--- config.mk ---
export PLATFORM = sky130hd
export DESIGN_NAME = tdcf_queue
export DESIGN_NICKNAME = d
export VERILOG_FILES = /design/src/tdcf_pkg.sv /design/src/tdcf_queue.sv
export SDC_FILE = /design/constraint.sdc
export NUM_CORES = 1
export LEC_CHECK = 0
export BUFFER_PORTS_ARGS = -buffer_cell sky130_fd_sc_hd__buf_2
export CORE_AREA = 4 4 172 174
export CTS_CLUSTER_DIAMETER = 150
export CTS_CLUSTER_SIZE = 8
export DETAILED_ROUTE_END_ITERATION = 16
export DIE_AREA = 0 0 176 178
export GPL_TIMING_DRIVEN = 0
export PLACE_DENSITY = 0.93
export SYNTH_ARGS = -nofsm -noshare
export SYNTH_HDL_FRONTEND = slang
export SYNTH_SLANG_ARGS = --single-unit
export TNS_END_PERCENT = 20
--- constraint.sdc ---
create_clock -name clk -period 12.3 [get_ports clk]
set_clock_uncertainty 0.2 [all_clocks]
set_input_delay 1.845 -clock clk [delete_from_list [all_inputs] [get_ports clk]]
set_output_delay 1.845 -clock clk [all_outputs]
set_load 0.01 [all_outputs]
--- src/tdcf_pkg.sv ---
// Shared widths, register codes, status codes and types of the TDC time-of-flight calculator.
package tdcf_pkg;

    localparam int PERIOD_W  = 20;
    localparam int CODE_W    = 2;
    localparam int STOP_W    = 3;
    localparam int FINE_W    = 24;
    localparam int COARSE_W  = 16;
    localparam int LEN_W     = 6;
    localparam int SCALE_W   = PERIOD_W + LEN_W;
    localparam int PROD_W    = SCALE_W + FINE_W;
    localparam int CTERM_W   = COARSE_W + PERIOD_W;
    localparam int TOF_W     = 48;
    localparam int SUM_W     = PROD_W + 2;
    localparam int STATUS_W  = 2;
    localparam int CFG_IDX_W = 2;
    localparam int CFG_W     = PERIOD_W;
    localparam int MAX_STOPS = 5;
    localparam int QDEPTH    = 4;
    localparam int QPTR_W    = $clog2(QDEPTH);
    localparam int QCNT_W    = $clog2(QDEPTH + 1);

    // request bit positions
    localparam int CAL1_LSB   = 0;
    localparam int CAL2_LSB   = CAL1_LSB + FINE_W;
    localparam int START_LSB  = CAL2_LSB + FINE_W;
    localparam int STOP_LSB   = START_LSB + FINE_W;
    localparam int COARSE_LSB = STOP_LSB + FINE_W;
    localparam int IDX_LSB    = COARSE_LSB + COARSE_W;
    localparam int COVF_BIT   = IDX_LSB + STOP_W;
    localparam int KOVF_BIT   = COVF_BIT + 1;
    localparam int IN_W       = KOVF_BIT + 1;
    localparam int S_DATA_W   = ((IN_W + 7) / 8) * 8;
    localparam int M_DATA_W   = ((TOF_W + 7) / 8) * 8;

    localparam logic [CFG_IDX_W-1:0] REG_PERIOD = 2'd0;
    localparam logic [CFG_IDX_W-1:0] REG_CAL    = 2'd1;
    localparam logic [CFG_IDX_W-1:0] REG_MODE   = 2'd2;
    localparam logic [CFG_IDX_W-1:0] REG_STOPS  = 2'd3;

    localparam logic [PERIOD_W-1:0] PERIOD_RST = 20'd83333;
    localparam logic [CODE_W-1:0]   CAL_RST    = 2'd1;
    localparam logic                MODE_RST   = 1'b1;
    localparam logic [STOP_W-1:0]   STOPS_RST  = 3'd1;

    localparam logic [STATUS_W-1:0] STATUS_OK  = 2'd0;
    localparam logic [STATUS_W-1:0] STATUS_CAL = 2'd1;
    localparam logic [STATUS_W-1:0] STATUS_OVF = 2'd2;

    localparam logic [TOF_W-1:0] TOF_MAX = {1'b0, {(TOF_W-1){1'b1}}};
    localparam logic [TOF_W-1:0] TOF_MIN = {1'b1, {(TOF_W-1){1'b0}}};

    typedef struct packed {
        logic [PERIOD_W-1:0] period;
        logic [CODE_W-1:0]   cal_code;
        logic                mode_two;
        logic [STOP_W-1:0]   stop_count;
    } cfg_t;

    typedef struct packed {
        logic [CTERM_W-1:0]  coarse_term;
        logic                neg;
        logic                bad;
        logic [STATUS_W-1:0] status;
        logic                last;
    } side_t;

    typedef struct packed {
        logic [SCALE_W-1:0] scale;
        logic [FINE_W-1:0]  mag;
        logic [FINE_W-1:0]  den;
        side_t              side;
    } job_t;

    // calibration length minus one
    function automatic logic [LEN_W-1:0] cal_len_m1(input logic [CODE_W-1:0] code);
        logic [LEN_W-1:0] len;
        unique case (code)
            2'd0:    len = 6'd1;
            2'd1:    len = 6'd9;
            2'd2:    len = 6'd19;
            default: len = 6'd39;
        endcase
        return len;
    endfunction

endpackage

--- src/tdcf_queue.sv ---
// Short queue between the front end and the arithmetic back end.
module tdcf_queue
    import tdcf_pkg::*;
(
    input  logic clk,
    input  logic rst_n,
    input  logic push_valid,
    output logic push_ready,
    input  job_t push_data,
    output logic pop_valid,
    input  logic pop_ready,
    output job_t pop_data
);

    job_t              slot_reg [QDEPTH];
    logic [QPTR_W-1:0] wr_ptr_reg, rd_ptr_reg;
    logic [QCNT_W-1:0] count_reg;
    logic              push, pop;

    assign push_ready = (count_reg != QCNT_W'(QDEPTH));
    assign pop_valid  = (count_reg != '0);
    assign pop_data   = slot_reg[rd_ptr_reg];
    assign push       = push_valid && push_ready;
    assign pop        = pop_valid && pop_ready;

    always_ff @(posedge clk or negedge rst_n)
    begin
        if (!rst_n)
        begin
            wr_ptr_reg <= '0;
            rd_ptr_reg <= '0;
            count_reg  <= '0;
        end
        else
        begin
            if (push)
                wr_ptr_reg <= wr_ptr_reg + QPTR_W'(1);
            if (pop)
                rd_ptr_reg <= rd_ptr_reg + QPTR_W'(1);
            if (push && !pop)
                count_reg <= count_reg + QCNT_W'(1);
            else if (pop && !push)
                count_reg <= count_reg - QCNT_W'(1);
        end
    end

    always_ff @(posedge clk)
    begin
        if (push)
            slot_reg[wr_ptr_reg] <= push_data;
    end

    a_count_bound: assert property (@(posedge clk) disable iff (!rst_n)
        count_reg <= QCNT_W'(QDEPTH))
        else $error("queue count above depth");

    a_count_push: assert property (@(posedge clk) disable iff (!rst_n)
        (push && !pop) |=> count_reg == $past(count_reg) + QCNT_W'(1))
        else $error("queue count missed a push");

endmodule

==> reports/metrics.cfg <==
[drt]
drtPass1Iterations=5
antenna_left=0
wl_per_cell_um=26.6
drt_iter0_drc=546
dr_total_vias=7977
drc=0
viasPerCell=5.97
finalWirelength_um=35600

[yosys]
synth-seq-cells=467
ys_seq_area_frac=0.824
yosysUniqueCellTypes=19
syn_nets=761
avgSynthCellArea_um2=26.7
syn_inst=636
yosys_warnings=0
netlist_area_um2=17000

[global_route]
track_usage=0.234
grt_max_degree=59
grt_pass1_wl_um=54100
grt_overflow_total=0
grt_pass1_vias=8745
antenna_found_initial=7

[worst_setup_path]
cp_max_fo=10
worst-r2r-setup-slack_ns=9.64
cp-start-kind=register
worstReg2RegEnd=slot_reg[3][81]
rr_startpoint=count_reg[0]
crit_path_end_kind=output port
startpoint=rd_ptr_reg[1]
reg2regPathDepth=4
path_class=reg -> out
crit_required_ns=10.26
crit_arrival_ns=2.29

[timing]
slew_violations=0
hold_viol_final=0
slew_headroom=0.387
post-route-period-util=0.352
setup_violations=0
fin_crit_ns=4.33
max_freq_ghz=0.231
worst_pin_slew_ns=0.920
fin_setup_tns_ns=0
rsz0062_at_grt=no

[clocking]
htreeDepth=3
cts_root_buffer=clkbuf_16
hold_buffers=0
path_clk_slew_ns=0.05
numCtsBuffers=68
clk_latency_ns=0.53
cts_tree=yes
cts_resized=0
clockBufferDepth=3
clock-sinks=467
post_cts_buffers=0

[die]
die_h_um=178
coreArea_um2=27800
die_width_um=176
floorplan.initialDensity=0.611
rows=61
ioPinCount=236
die_area_um2=31300

[power]
leakagePower_nw=7.11
pwr_density_cell_nw_per_um2=257
irDropWorstVdd_mv=0.198

[worst_hold_path]
min_to=count_reg[2]
whs_path_depth=1
hold_path.startpoint=count_reg[2]
min_path_type=reg -> reg

[place]
dp_hpwl_um=21100
gp_congestion=0.709
numPortBuffers=235

[layout]
final_common_cell=edfxtp_1
synthToLayoutAreaGrowth_pct=21.3
drive_gt1_frac=0.476
largest_reg_flops=460
nNetsFinal=1070
final_util=0.741
layout_common_cells=edfxtp_1, buf_2, mux4_2

[run_status]
outcome=finished clean

[flow_run]
cap_violations=0

## synthesized netlist by cell type
cell / number / share of area
nor2_1: 2 / 0.00044
inv_1: 3 / 0.00066
buf_4: 1 / 0.00044
a21boi_2: 1 / 0.00066
nand3_1: 1 / 0.00029
dfrtp_1: 7 / 0.010
mux2_2: 2 / 0.0013
xor2_1: 2 / 0.0010
fa_1: 1 / 0.0012
and2_1: 4 / 0.0015
buf_2: 14 / 0.0041
ha_1: 5 / 0.0037
xnor2_1: 4 / 0.0021
clkbuf_1: 6 / 0.0013
buf_6: 5 / 0.0033
nand2_1: 2 / 0.00044
edfxtp_1: 460 / 0.81
mux4_2: 115 / 0.15
or3_1: 1 / 0.00037
## cell families (layout without fill, tap and decap cells)
group / count (synthesis) / after routing / synth area share
other: 0 / 1 / 0
XOR/XNOR: 6 / 6 / 0.00310
multiplexers: 117 / 117 / 0.154
flip-flops: 467 / 467 / 0.824
buffers and inverters: 29 / 350 / 0.00988
AND/OR/NAND/NOR: 10 / 10 / 0.00302
AO/OA/AOI/OAI: 1 / 1 / 0.000664
adder cells (fa/ha/maj): 6 / 6 / 0.00487
## layer usage
metal  vias up  part of all wire  track usage
met5         -            0.0020            0
met4        12             0.031       0.0822
met3        88             0.089       0.0767
met2       379              0.53        0.400
met1      4147              0.35        0.285
li1       3351                 -            -
## report_power, final
group / switching, W / leakage [nW] / internal (W)
clock: 0.000604 / 0.896 / 0.00101
combinational: 0.000818 / 1.92 / 0.000658
sequential: 0.0000863 / 4.30 / 0.00211
## through the flow
stage	hold slack (ns)	std cells	total power, W	setup slack [ns]	cell area (µm²)
after floorplan	0.293	636	0.00315	6.81	17000
after global placement	0.313	1249	0.00368	4.83	18600
after detailed placement	0.341	1253	0.00371	8.22	18700
after CTS	0.352	1335	0.00536	7.90	20600
after global routing	0.393	1336	0.00553	7.83	20600
final	0.360	1336	0.00528	7.97	20600
## cell type report
cell class	instances	area [µm²]
buffer	26	156
clock buffer	77	1780
clock inverter	5	65.1
antenna	1	2.50
timing repair buffer	239	1290
inverter	3	11.3
sequential	467	14000
multi-input combinational	140	2820
tap	378	473
fill	1520	7200
## critical path, cell delays in order, from the launching register on
cell and delay, ns:
dfrtp_1 0.32, buf_2 0.22, clkbuf_1 0.61, mux4_2 0.43, buf_2 0.16
## worst max path at each step
stage                      endpoint  slack, ns  depth (start not counted)
detailed placement  slot_reg[3][50]       8.22                          4
global route           pop_data[69]       7.83                          5
floorplan            slot_reg[0][0]       6.81                          2
global placement    slot_reg[1][49]       4.83                          3
CTS                    pop_data[69]       7.90                          5
finish                 pop_data[48]       7.97                          4
(Power assumes the default switching activity.)
