===== src/tdcf_pkg.sv =====
// Shared widths, register codes, status codes and types of the TDC time-of-flight calculator.
package tdcf_pkg;

    localparam int PERIOD_W  = 20;
    localparam int CODE_W    = 2;
    localparam int STOP_W    = 3;
    localparam int FINE_W    = 24;
    localparam int COARSE_W  = 16;
    localparam int LEN_W     = 6;
    localparam int SCALE_W   = PERIOD_W + LEN_W;
    localparam int PROD_W    = SCALE_W + FINE_W;
    localparam int CTERM_W   = COARSE_W + PERIOD_W;
    localparam int TOF_W     = 48;
    localparam int SUM_W     = PROD_W + 2;
    localparam int STATUS_W  = 2;
    localparam int CFG_IDX_W = 2;
    localparam int CFG_W     = PERIOD_W;
    localparam int MAX_STOPS = 5;
    localparam int QDEPTH    = 4;
    localparam int QPTR_W    = $clog2(QDEPTH);
    localparam int QCNT_W    = $clog2(QDEPTH + 1);

    // request bit positions
    localparam int CAL1_LSB   = 0;
    localparam int CAL2_LSB   = CAL1_LSB + FINE_W;
    localparam int START_LSB  = CAL2_LSB + FINE_W;
    localparam int STOP_LSB   = START_LSB + FINE_W;
    localparam int COARSE_LSB = STOP_LSB + FINE_W;
    localparam int IDX_LSB    = COARSE_LSB + COARSE_W;
    localparam int COVF_BIT   = IDX_LSB + STOP_W;
    localparam int KOVF_BIT   = COVF_BIT + 1;
    localparam int IN_W       = KOVF_BIT + 1;
    localparam int S_DATA_W   = ((IN_W + 7) / 8) * 8;
    localparam int M_DATA_W   = ((TOF_W + 7) / 8) * 8;

    localparam logic [CFG_IDX_W-1:0] REG_PERIOD = 2'd0;
    localparam logic [CFG_IDX_W-1:0] REG_CAL    = 2'd1;
    localparam logic [CFG_IDX_W-1:0] REG_MODE   = 2'd2;
    localparam logic [CFG_IDX_W-1:0] REG_STOPS  = 2'd3;

    localparam logic [PERIOD_W-1:0] PERIOD_RST = 20'd83333;
    localparam logic [CODE_W-1:0]   CAL_RST    = 2'd1;
    localparam logic                MODE_RST   = 1'b1;
    localparam logic [STOP_W-1:0]   STOPS_RST  = 3'd1;

    localparam logic [STATUS_W-1:0] STATUS_OK  = 2'd0;
    localparam logic [STATUS_W-1:0] STATUS_CAL = 2'd1;
    localparam logic [STATUS_W-1:0] STATUS_OVF = 2'd2;

    localparam logic [TOF_W-1:0] TOF_MAX = {1'b0, {(TOF_W-1){1'b1}}};
    localparam logic [TOF_W-1:0] TOF_MIN = {1'b1, {(TOF_W-1){1'b0}}};

    typedef struct packed {
        logic [PERIOD_W-1:0] period;
        logic [CODE_W-1:0]   cal_code;
        logic                mode_two;
        logic [STOP_W-1:0]   stop_count;
    } cfg_t;

    typedef struct packed {
        logic [CTERM_W-1:0]  coarse_term;
        logic                neg;
        logic                bad;
        logic [STATUS_W-1:0] status;
        logic                last;
    } side_t;

    typedef struct packed {
        logic [SCALE_W-1:0] scale;
        logic [FINE_W-1:0]  mag;
        logic [FINE_W-1:0]  den;
        side_t              side;
    } job_t;

    // calibration length minus one
    function automatic logic [LEN_W-1:0] cal_len_m1(input logic [CODE_W-1:0] code);
        logic [LEN_W-1:0] len;
        unique case (code)
            2'd0:    len = 6'd1;
            2'd1:    len = 6'd9;
            2'd2:    len = 6'd19;
            default: len = 6'd39;
        endcase
        return len;
    endfunction

endpackage


===== src/tdcf_front.sv =====
// Front end: accepts a stop request, classifies it and forms the scale, magnitude and coarse term.
module tdcf_front
    import tdcf_pkg::*;
(
    input  logic                clk,
    input  logic                rst_n,
    input  cfg_t                cfg,
    input  logic                in_valid,
    output logic                in_ready,
    input  logic [S_DATA_W-1:0] in_data,
    output logic                job_valid,
    input  logic                job_ready,
    output job_t                job
);

    logic               front_v_reg;
    job_t               job_reg;
    job_t               job_next;

    logic [FINE_W-1:0]   cal1, cal2, t_start, t_stop;
    logic [COARSE_W-1:0] coarse;
    logic [STOP_W-1:0]   idx, nstops;
    logic                ovf, bad;

    always_comb
    begin
        cal1    = in_data[CAL1_LSB +: FINE_W];
        cal2    = in_data[CAL2_LSB +: FINE_W];
        t_start = in_data[START_LSB +: FINE_W];
        t_stop  = in_data[STOP_LSB +: FINE_W];
        coarse  = in_data[COARSE_LSB +: COARSE_W];
        idx     = in_data[IDX_LSB +: STOP_W];
        ovf     = in_data[COVF_BIT] | in_data[KOVF_BIT];
        bad     = (cal2 <= cal1);

        if (cfg.stop_count == '0 || cfg.stop_count > STOP_W'(MAX_STOPS))
            nstops = STOP_W'(1);
        else
            nstops = cfg.stop_count;

        job_next.scale = SCALE_W'(cfg.period) * SCALE_W'(cal_len_m1(cfg.cal_code));
        job_next.den   = cal2 - cal1;
        if (cfg.mode_two)
        begin
            job_next.side.neg = (t_start < t_stop);
            job_next.mag      = (t_start < t_stop) ? (t_stop - t_start) : (t_start - t_stop);
            job_next.side.coarse_term = CTERM_W'(coarse) * CTERM_W'(cfg.period);
        end
        else
        begin
            job_next.side.neg         = 1'b0;
            job_next.mag              = t_stop;
            job_next.side.coarse_term = '0;
        end
        job_next.side.bad    = bad;
        job_next.side.status = bad ? STATUS_CAL : (ovf ? STATUS_OVF : STATUS_OK);
        job_next.side.last   = (idx == nstops - STOP_W'(1));
    end

    assign in_ready  = !front_v_reg || job_ready;
    assign job_valid = front_v_reg;
    assign job       = job_reg;

    always_ff @(posedge clk or negedge rst_n)
    begin
        if (!rst_n)
            front_v_reg <= 1'b0;
        else if (in_ready)
            front_v_reg <= in_valid;
    end

    always_ff @(posedge clk)
    begin
        if (in_valid && in_ready)
            job_reg <= job_next;
    end

endmodule


===== config.mk =====
export PLATFORM = sky130hd
export DESIGN_NAME = tdcf_front
export DESIGN_NICKNAME = d
export VERILOG_FILES = /design/src/tdcf_pkg.sv /design/src/tdcf_front.sv
export SDC_FILE = /design/constraint.sdc
export NUM_CORES = 1
export LEC_CHECK = 0
export BUFFER_PORTS_ARGS = -buffer_cell sky130_fd_sc_hd__buf_2
export CORE_UTILIZATION = 62
export CTS_CLUSTER_DIAMETER = 150
export DETAILED_ROUTE_END_ITERATION = 12
export PLACE_DENSITY_LB_ADDON = 0.1
export RECOVER_POWER = 50
export SYNTH_ARGS = -nofsm -noshare
export SYNTH_HDL_FRONTEND = slang
export SYNTH_SLANG_ARGS = --single-unit

===== constraint.sdc =====
create_clock -name clk -period 4.6 [get_ports clk]
set_clock_uncertainty 0.2 [all_clocks]
set_input_delay 0.23 -clock clk [delete_from_list [all_inputs] [get_ports clk]]
set_output_delay 0.23 -clock clk [all_outputs]
set_load 0.01 [all_outputs]

==> impl_results.md, run 1 <==
* CTS tree: done
* Post-Synth Adder-Cell Area at 0.418
* Chip Height at 190 um
* # diodes at 0
* WP data required at 4.70 ns
* Mapped Area at 22000 um^2
* CTS sink cnt at 116
* Place WS at -1.74 ns
* Startpoint types: input port
* Xor-xnor portion of the synthesized cell area at 0.0306
* Post-synthesis mux area share at 0.00802
* Worst VDD drop at 0.00165 V
* Pwr dens at 880 nW/um^2
* DR pass1 iterations at 8
* Simple-gate share of the synthesized area at 0.165
* # nets final at 3596
* Failing checks: max-capacitance violations, max-slew violations, negative setup slack
* Vias post-DR at 19200
* Mapped Cells at 2446
* Top Usage Layer GRT: met2
* Number of flops mapped to enable cells by yosys at 115
* Synth Flop Type: edfxtp_1
* PnR worst setup slack at -0.996 ns
* Max reg flops at 115
* Netlist cell types at 76
* Most common cell after layout, fill and taps aside: inv_1
* Final Hold Fails at 0
* Crit path kind: in2reg
* Number of DRC markers in iteration 0 at 1233
* Clk_lat worst skew at 0.45 ns
* I/O Buffers at 263
* Slew Limit Fails at 99
* Delay-heaviest family, CP: adder cells
* Crit-path slowest cell: fa_1
* Root Buffer: clkbuf_16
* CTS clock-pin slew for the worst setup and hold paths at 0.08 ns
* DIE WIDTH at 190 um
* DPL Wire Length at 47.0 mm
* Count of final setup violators at 26
* CTS buffer count at 17
* Hold WC Path Type: in2reg
* Synthesized flop and latch total at 116
* Maximum fanout along the worst path at 5
* Async set-reset flop share out of synthesis at 0.00862
* GRT Overall Usage at 0.343
* Drt total wl at 61.5 mm
* Synth-to-Final Area Change at 24.0%
* Design Area, Final at 27300 um^2
* Die ar. at 36300 um^2
* Synth Area in Compound Gates at 0.124
* Fill count at 2418
* P_leak at 13.5 nW
* Htree depth at 4
* Vias per cell at 5.69
* Routability cong. at 0.945
* Wire length of the first global-routing pass at 98.6 mm
* CP cell instances: buf_4 -> and2_4 -> fa_1 -> inv_1 -> fa_1 -> inv_2 -> fa_1 -> fa_1 -> fa_1 -> inv_1 -> fa_1 -> inv_2 -> ha_4 -> and3_4 -> buf_4 -> a32oi_4 -> a41oi_2 -> buf_6 -> a221oi_4 -> o21bai_2 -> a211oi_2 -> mux2i_1
* Area after DPL at 25500 um^2
* Crit share post-route at 1.22
* Initial antenna violation count at 0
* Slew @ Worst Pin at 3.19 ns
* Max clock buf depth at 2
* Vias in the first global route at 19900
* Max-slew headroom at -1.13
* Achievable clock frequency at 179 MHz
* Met2 Use GR at 0.567
* CORE AREA at 34700 um^2
* Mapped Nets at 3136
* Synth area leader: fa_1
* Largest family of logic cells by synthesized area: adder cells
* Most used cell, CP: fa_1
* CP arrival at 5.69 ns
* Synth Area per Inst at 9.00 um^2
* Met3 Use GR at 0.0604
* Yosys warning total at 0
* Slowest stage delay, CP at 0.54 ns
* Top-area cell type share of the netlist area at 0.297
* Initial Utilization at 0.634
* Buf+Inv Stages, Crit Path at 7
* Drt wl/cell at 18.2 um
* M1 GR Usage at 0.454
* Post-route ant nets at 0
* Synth area leaders: fa_1, edfxtp_1, ha_1
* Grt total ovfl at 0
* Register area share after synthesis at 0.158
* Max cap viols at 2
* Largest net degree at the start of global routing at 50
* Period minus WS final at 5.60 ns
* Row Count at 68
* Most frequent cells in the layout: inv_1, fa_1, nand2_1
* Num ports at 267
* Share of cells above drive strength 1 at 0.206
* Outcome: complete, but fails checks
* # DRC at 0
* RSZ-0062 raised after global routing: true
* Worst setup EP type: flip-flop
==> worst paths after layout <==
path	startpoint	to	slack [ns]	cells after the start
setup / recovery	cfg[21]	job[38]	-1.0	22
setup reg to reg	job_valid	job[105]	0.46	3
max in group asynchronous	rst_n	job_valid	3.63	3
hold / removal	in_data[90]	job[83]	0.03	4
min in group asynchronous	rst_n	job_valid	0.45	3
hold reg to reg	job_valid	job_valid	0.91	3
==> report_power, final <==
part / switching [mW] / internal [mW]
Sequential: 0.0764 / 1.76
Combinational: 10.7 / 10.0
Clock: 0.570 / 0.849
Total: 11.4 / 12.6
==> Yosys cell counts (19+ instances only) <==
master,instances
fa_1,326
ha_1,214
a211oi_1,19
edfxtp_1,115
nor2b_1,28
nand3_1,25
xnor2_1,50
a21o_1,69
nor2_1,90
o21ai_0,73
nand2_1,244
and2_1,197
a21oi_1,132
nor3_1,27
and3_1,32
xor2_1,27
inv_1,453
clkbuf_1,96
==> stage by stage <==
stage	utilization	total power, mW	hold slack (ns)	cells	setup TNS (ns)
after floorplan	-	12.6	-0.266	2446	-19.02
after global placement	0.735	18.7	-0.194	3287	-35.76
after detailed placement	0.735	19.0	-0.194	3287	-38.11
after CTS	0.778	22.4	0.00336	3363	-18.01
after global routing	0.786	26.0	0.0601	3374	-21.85
final	0.786	24.0	0.0335	3374	-17.50
==> worst min-delay path, delay by kind of cell <==
family / cells / cell delay, ns
buffers and inverters: 2 / 0.14
and+or+nand+nor: 1 / 0.09
AOI/OAI and AO/OA: 1 / 0.12
==> logic make-up (layout without fill, tap and decap cells) <==
family                     Yosys count  in the layout
and+or+nand+nor                    716            716
buffers and inverters              561           1034
adders and majority gates          540            540
AOI/OAI and AO/OA                  419            419
DFF                                116            116
xor gates and xnor gates            77             77
muxes                               17             17
==> layer usage <==
layer	wire length, um	vias up
met4	1820	0
li1	-	8816
met5	0	-
met3	4420	134
met2	30000	803
met1	25200	9429
==> area by class of cell <==
type	instances	area, um^2	share of cell area
Multi-Input combinational cell	1769	17200	0.631
Timing Repair Buffer	548	3740	0.137
Clock buffer	19	433	0.0159
Clock inverter	13	158	0.00577
Sequential cell	116	3480	0.127
Inverter	454	1700	0.0624
Tap cell	455	569	0.0209
==> repair_timing <==
| action | CTS | global route |
|---|---|---|
| pin swaps | 70 | 67 |
| hold buffers | 25 | 1 |
| endpoints found under the setup margin | 28 | 35 |
| endpoints found under the hold margin | 22 | 1 |
| setup buffers | 23 | 10 |
| cloned | 0 | 1 |
| resized for setup | 127 | 98 |
Note: power is estimated with default switching activity, not from simulation.
==> run 2, diff against run 1 <==
CTS_BUF_LIST = sky130_fd_sc_hd__clkbuf_8   (was unset)
SETUP_SLACK_MARGIN = 0.05   (was unset)
==> impl_results.md, run 2 (synthesis results as in run 1) <==
* Failing checks: max-capacitance violations, max-slew violations, negative setup slack
* Wire length of the first global-routing pass at 99.0 mm
* PnR worst setup slack at -1.07 ns
* Grt total ovfl at 0
* CTS sink cnt at 116
* Slowest stage delay, CP at 0.54 ns
* # nets final at 3625
* Worst VDD drop at 0.00112 V
* Period minus WS final at 5.67 ns
* Slew Limit Fails at 43
* Count of final setup violators at 25
* Most frequent cells in the layout: inv_1, fa_1, buf_4
* Switch share at 0.476
* # DRC at 0
* Setup TNS at -19.68 ns
* P_leak at 13.5 nW
* # diodes at 0
* Crit-path slowest cell: fa_2
* CTS buffer count at 17
* Outcome: complete, but fails checks
* Die ar. at 36300 um^2
* Drt total wl at 61.0 mm
* Crit path kind: in2reg
* Max clock buf depth at 2
* DR pass1 iterations at 5
* Most common cell after layout, fill and taps aside: inv_1
* CORE AREA at 34700 um^2
* GRT Overall Usage at 0.347
* Initial antenna violation count at 1
* Root Buffer: clkbuf_8
* Vias post-DR at 19200
* WP data required at 4.66 ns
* Number of DRC markers in iteration 0 at 1080
* DIE WIDTH at 190 um
* Initial Utilization at 0.634
* Pwr dens at 883 nW/um^2
* Maximum fanout along the worst path at 4
* Psw at 11.5 mW
* Achievable clock frequency at 176 MHz
* Max reg flops at 115
* CP arrival at 5.73 ns
* Max cap viols at 1
* Part of the power in the clock network at 0.046
* Clk_lat worst skew at 0.51 ns
* Max-slew headroom at -1.28
* CTS clock-pin slew for the worst setup and hold paths at 0.09 ns
* Vias in the first global route at 19900
* DPL Wire Length at 47.6 mm
* Startpoint types: input port
* Internal power at 12.7 mW
* Post-route ant nets at 0
* Num ports at 267
* I/O Buffers at 263
* Drt wl/cell at 17.9 um
* Share of cells above drive strength 1 at 0.212
* Largest net degree at the start of global routing at 55
* Routability cong. at 0.948
* CTS tree: done
* Hold WC Path Type: in2reg
* Reg power frac at 0.076
* Most used cell, CP: fa_1
* Final Hold Fails at 0
* Htree depth at 4
* Combinational Power Share at 0.878
* Crit share post-route at 1.23
* Slew @ Worst Pin at 3.42 ns
* RSZ-0062 raised after global routing: true
* Row Count at 68
* Worst setup EP type: flip-flop
* Hold WS at 0.0315 ns
* Chip Height at 190 um
* Synth-to-Final Area Change at 24.6%
* Vias per cell at 5.65
[run 2: changes by cell type in the layout (fill, tap and decap cells not counted), sizes merged]
cell	change
buf	+20
bufbuf	+2
bufinv	-1
clkbuf	-5
clkinv	-4
clkinvlp	-1
dlygate4sd3	+10
inv	+8
[run 2: worst paths after layout]
check / startpoint / to / slack [ns] / cells after the start
max: in_data[102] / job[40] / -1.07 / 25
min reg2reg: job_valid / job_valid / 0.95 / 3
min in group asynchronous: rst_n / job_valid / 0.39 / 3
max reg2reg: job_valid / job[8] / 0.22 / 3
min: in_data[25] / job[42] / 0.03 / 4
max in group asynchronous: rst_n / job_valid / 3.71 / 3
[run 2: final cells by class]
class,count,area (um^2)
clock buffers,17,234
clock inverters,15,184
fillers,2360,7290
inverters,454,1700
multi-input cells,1769,17200
flip-flops and latches,116,3480
well taps,455,569
repair buffers,577,4010
[run 2: what timing repair did]
action / in CTS / in global routing
gates resized for setup: 134 / 65
setup endpoints to repair: 26 / 32
endpoints found under the hold margin: 30 / 0
buffers inserted: 46 / 8
cloned: 2 / 0
hold buffers: 36 / 0
pin swaps: 75 / 58
[run 2: critical path: cells and delay by family]
kind	cells	cell delay [ns]
adder cells (fa/ha/maj)	7	3.22
buffers and inverters	9	0.91
AO/OA/AOI/OAI	5	0.87
AND/OR/NAND/NOR	3	0.33
XOR/XNOR	1	0.15
[run 2: power by group through the flow]
stage	clock network [mW]	registers [mW]	logic, mW
2_1_floorplan	0	1.98	10.7
3_3_place_gp	0	1.85	17.2
3_5_place_dp	0	1.85	17.6
4_1_cts	1.13	1.83	19.5
5_1_grt	1.17	1.86	23.1
6_report	1.12	1.84	21.3
[run 2: stage by stage]
| step | instances | worst slack (ns) | cell area (um^2) | util | power, mW |
|---|---|---|---|---|---|
| 6_report | 3403 | -1.07 | 27400 | 0.790 | 24.2 |
| 4_1_cts | 3400 | -1.01 | 27300 | 0.786 | 22.4 |
| 3_5_place_dp | 3308 | -1.78 | 25700 | 0.742 | 19.4 |
| 5_1_grt | 3403 | -1.21 | 27400 | 0.790 | 26.2 |
| 3_3_place_gp | 3308 | -1.69 | 25700 | 0.742 | 19.0 |
| 2_1_floorplan | 2446 | -1.13 | 22500 | - | 12.7 |
[run 2: metal layers]
metal  part of all wire  wire, um  global-route usage  vias up
met1               0.41     24900               0.456     9433
met3              0.068      4170              0.0574      154
li1                   -         -                   -     8859
met5                  0         0                   0        -
met2               0.49     30000               0.580      772
met4              0.033      2000               0.120        0
